**src/hdl/sorted_key_set_insert_query_macros.svh**
```systemverilog
// Assertion macros shared by the sorted key set RTL.
`ifndef SORTED_KEY_SET_INSERT_QUERY_MACROS_SVH
`define SORTED_KEY_SET_INSERT_QUERY_MACROS_SVH

`ifndef SYNTH

`define SKSI_ASSERT(label, clk, rst_n, prop, msg) \
    label: assert property (@(posedge clk) disable iff (!rst_n) prop) else $error(msg);

`define SKSI_ASSERT_NEVER(label, clk, rst_n, cond, msg) \
    `SKSI_ASSERT(label, clk, rst_n, !(cond), msg)

`else

`define SKSI_ASSERT(label, clk, rst_n, prop, msg)

`define SKSI_ASSERT_NEVER(label, clk, rst_n, cond, msg)

`endif

`endif

```
**src/hdl/sksi_ram.sv**
```systemverilog
// Generic single-write, single-read synchronous RAM with registered read data.
module sksi_ram #(
    parameter int WIDTH = 16,
    parameter int DEPTH = 256
) (
    input  logic                     clk,
    input  logic                     we,
    input  logic [$clog2(DEPTH)-1:0] waddr,
    input  logic [WIDTH-1:0]         wdata,
    input  logic                     re,
    input  logic [$clog2(DEPTH)-1:0] raddr,
    output logic [WIDTH-1:0]         rdata
);

    logic [WIDTH-1:0] mem [DEPTH];

    always_ff @(posedge clk)
    begin
        if (we)
        begin
            mem[waddr] <= wdata;
        end
        if (re)
        begin
            rdata <= mem[raddr];
        end
    end

endmodule

```
**config.mk**
```make
export PLATFORM = sky130hd
export DESIGN_NAME = sksi_ram
export DESIGN_NICKNAME = d
export VERILOG_FILES = /design/src/hdl/sorted_key_set_insert_query_macros.svh /design/src/hdl/sksi_ram.sv
export SDC_FILE = /design/constraint.sdc
export NUM_CORES = 2
export LEC_CHECK = 0
export CORE_MARGIN = 2
export CORE_UTILIZATION = 40
export DETAILED_ROUTE_END_ITERATION = 7
export DONT_BUFFER_PORTS = 1
export GPL_ROUTABILITY_DRIVEN = 0
export PLACE_DENSITY_LB_ADDON = 0.2
export REMOVE_ABC_BUFFERS = 1
export SLEW_MARGIN = 0
export SYNTH_ARGS = -nofsm -noshare
export SYNTH_HDL_FRONTEND = slang
export SYNTH_SLANG_ARGS = --single-unit
```
**constraint.sdc**
```tcl
create_clock -name clk -period 8.9 [get_ports clk]
set_input_delay 1.78 -clock clk [delete_from_list [all_inputs] [get_ports clk]]
set_output_delay 1.78 -clock clk [all_outputs]
set_load 0.05 [all_outputs]
```
==> results.md <==
- Status: finished with violations
- Violated checks: slew limit
- Residual DRC count: 0
- Drt pass-1 iters: 7
- CTS tree: built
- Initial Util: 40.2%
- Critical path, cell by cell: buf_16 -> buf_16 -> buf_16 -> buf_16 -> mux4_2 -> mux2_2 -> a22oi_1 -> nand2_1 -> o32ai_1 -> buf_4 -> nor4_1
- Asr flop ratio synth: 0%
- Slew margin rel.: -23.5%
- Switching power: 8390 uW
- Pwr/cell area: ~230 nW/um^2
- R2r setup slk: 5530 ps
- HP Class: primary input to flop
- Switch share: 20.8%
- Largest net degree at the start of global routing: 257
- Placed cell area: ~170,000 sq um
- Unrepaired setup endpoints after global routing: false
- Critical path startpoint category: primary input
- Ys flop type: edfxtp_1
- Final Hold Vio Count: 0
- Crit path time final: between 7000 and 8000 ps
- Final setup fails: 0
- CP top delay family: buffers and inverters
- Number of global-route vias before repair: between 70k and 80k
- Seq/Total Area, Yosys: slightly below 80%
- FF+latch area: 123,000 sq um
- Vias: 76.9k
- Pins Over Slew Limit: 376
- DR WL/cell: 32.8 um
- Bufs and invs on worst path: 5
- First-pass GRT wire length: 604 mm
- Mapped Area: 159,000 sq um
- Period Utilization, post-route: 78.8%
- Number of port buffers: 0
- Clock power frac: between 40% and 50%
- Number of synthesized flops with an enable pin: between 4k and 5k
- Clock slew at reported path FFs: around 70 ps
- Total CTS buffers: 422
- Worst setup margin: 1890 ps
- Nets: around 7.7k
- # IOs: 51
- Post-Place Setup Slack: 798 ps
- Area growth syn-to-layout: 12.7%
- Worst-Margin Slew: between 1500 and 2000 ps
- Commonest non-fill, non-tap cell in the layout: edfxtp_1
- Crit path largest cell delay: slightly below 1000 ps
- Final ANT Viol Nets: 0
- FF+latch count, synth: around 4k
- CP dominant cell by count: buf_16
- Drt first-iter violations: 9,118
- Final core utilization: 45.3%
- Combinational power share: 3.8%
- Multi-input combinational cell area: 33,000 sq um
- Critical Path RT: approximately 9600 ps
- Hpwl dp: between 200 and 250 mm
- Die area: 402,000 sq um
- Max-cap viol count: 0
- Syn Area/Cell: 21.6 sq um
- CORE AREA: 396,000 sq um
- Final Routed Wirelength: 434 mm
- Hold-fix buffers at CTS: 0
- DR vias/cell: 5.82
- Layout cell share with drive strength beyond 1: 23.6%
- GRT Residual Overflow: 0
- Setup TNS Final: 0 ps
- Initial antenna violation count: 16
- Leakage: approximately 0.056 uW
- CP Max Fanout: 141
- Cell count after synthesis: around 7.4k
- Post-CTS Setup Inserts: 0
- DIE WIDTH: 634 um
- # rows: 231
- Worst-Skew Late Latency: 990 ps
- Ys Warns: 0
- Internal: 32,000 uW
- Filler instances: 33.0k
- CP Capture Type: flop
- Setup CP Type: primary input to flop
- Htree depth: 5
- Post-synthesis cell type count: 51
- Commonest non-fill, non-tap cells in the layout: edfxtp_1 (4,112), mux4_2 (797), mux2i_1 (565)
- Share of power burned in registers: 53.2%
- GRT Util Overall: 21.3%
- Finished Cell Area: 179,000 sq um
- Clk_skew: roughly 45 ps
- Peak VDD IR: 0.171 mV
- Crit path max-delay cell type: o32ai_1
- Post-CTS sizing: 0
- CP arrival: approximately 7700 ps
- Die Span Y: 634 um
- Clk root buf: clkbuf_16
- Max Freq: 143 MHz
- Sink Count: 4,112
- Clk buf depth: 4
## flip-flops by register name, indices dropped and copies added (netlist names)
register,cells
mem,4096
rdata,16
## final cells by class
type,instances,area share [%]
Clock inverter,260,1.34
Timing Repair Buffer,287,1.43
Multi-Input combinational cell,2792,18.4
Antenna cell,8,0.0112
Tap cell,5242,3.66
Inverter,4,0.0154
Sequential cell,4112,68.9
Clock buffer,509,6.16
## worst paths after layout
kind	from	to	cells past startpoint
max	raddr[0]	rdata[8]	11
min reg2reg	mem[200][4]	rdata[4]	5
min	wdata[0]	mem[153][0]	0
max reg2reg	mem[54][8]	rdata[8]	6
## Yosys cell counts (3+ instances only)
library cell	instances	area, sq um
edfxtp_1	4112	123000
mux4_2	797	17900
mux2i_1	565	5660
nor2_1	304	1140
o221ai_1	252	2210
clkbuf_1	230	863
a21oi_1	175	876
o22ai_1	148	926
nor3_1	92	460
mux2_2	88	991
buf_6	77	867
buf_2	76	380
a22oi_1	43	323
nand2_1	38	143
o21ai_0	37	185
nand3_1	35	175
a22o_1	32	280
a221oi_1	28	245
buf_1	27	101
buf_4	26	195
nand4_1	26	163
o32ai_1	20	175
a211oi_1	18	135
nor4_1	17	106
o31ai_1	16	120
and3_1	11	68.8
buf_8	11	165
nor2b_1	9	56.3
a2111oi_0	6	52.6
a31oi_1	6	37.5
buf_12	5	100
or2_2	4	25.0
inv_1	3	11.3
nand2b_1	3	18.8
nand4b_1	3	26.3
## per-stage QoR
step           hold WS [ps]  instances  power, uW
2_1_floorplan           973       6908      22600
3_3_place_gp           1190      12400      23400
3_5_place_dp           1190      12400      23400
4_1_cts                 833      13200      40600
5_1_grt                 880      13200      41400
6_report                926      13200      40300
## power by group through the flow
stage | clock network [uW] | logic [uW] | registers [uW]
after global placement | 0 | 1530 | 21800
after CTS | 17700 | 1530 | 21400
after global routing | 18400 | 1590 | 21400
after detailed placement | 0 | 1530 | 21800
final | 17400 | 1520 | 21400
after floorplan | 0 | 788 | 21800
## metal layers
metal | global-route usage, % | up-vias | wire length [um]
met1 | 29.8 | 41600 | 181000
met3 | 3.51 | 554 | 30300
li1 | - | 31800 | -
met4 | 6.51 | 2 | 13900
met5 | 0 | - | 13
met2 | 34.2 | 2897 | 208000
## cells by family after synthesis
logic type | Yosys count | synth area share, %
flip-flops | 4112 | 77.7
multiplexers | 1450 | 15.5
AO/OA/AOI/OAI | 786 | 3.53
AND/OR/NAND/NOR | 556 | 1.57
buffers and inverters | 456 | 1.69
Note: power is estimated with default switching activity, not from simulation.
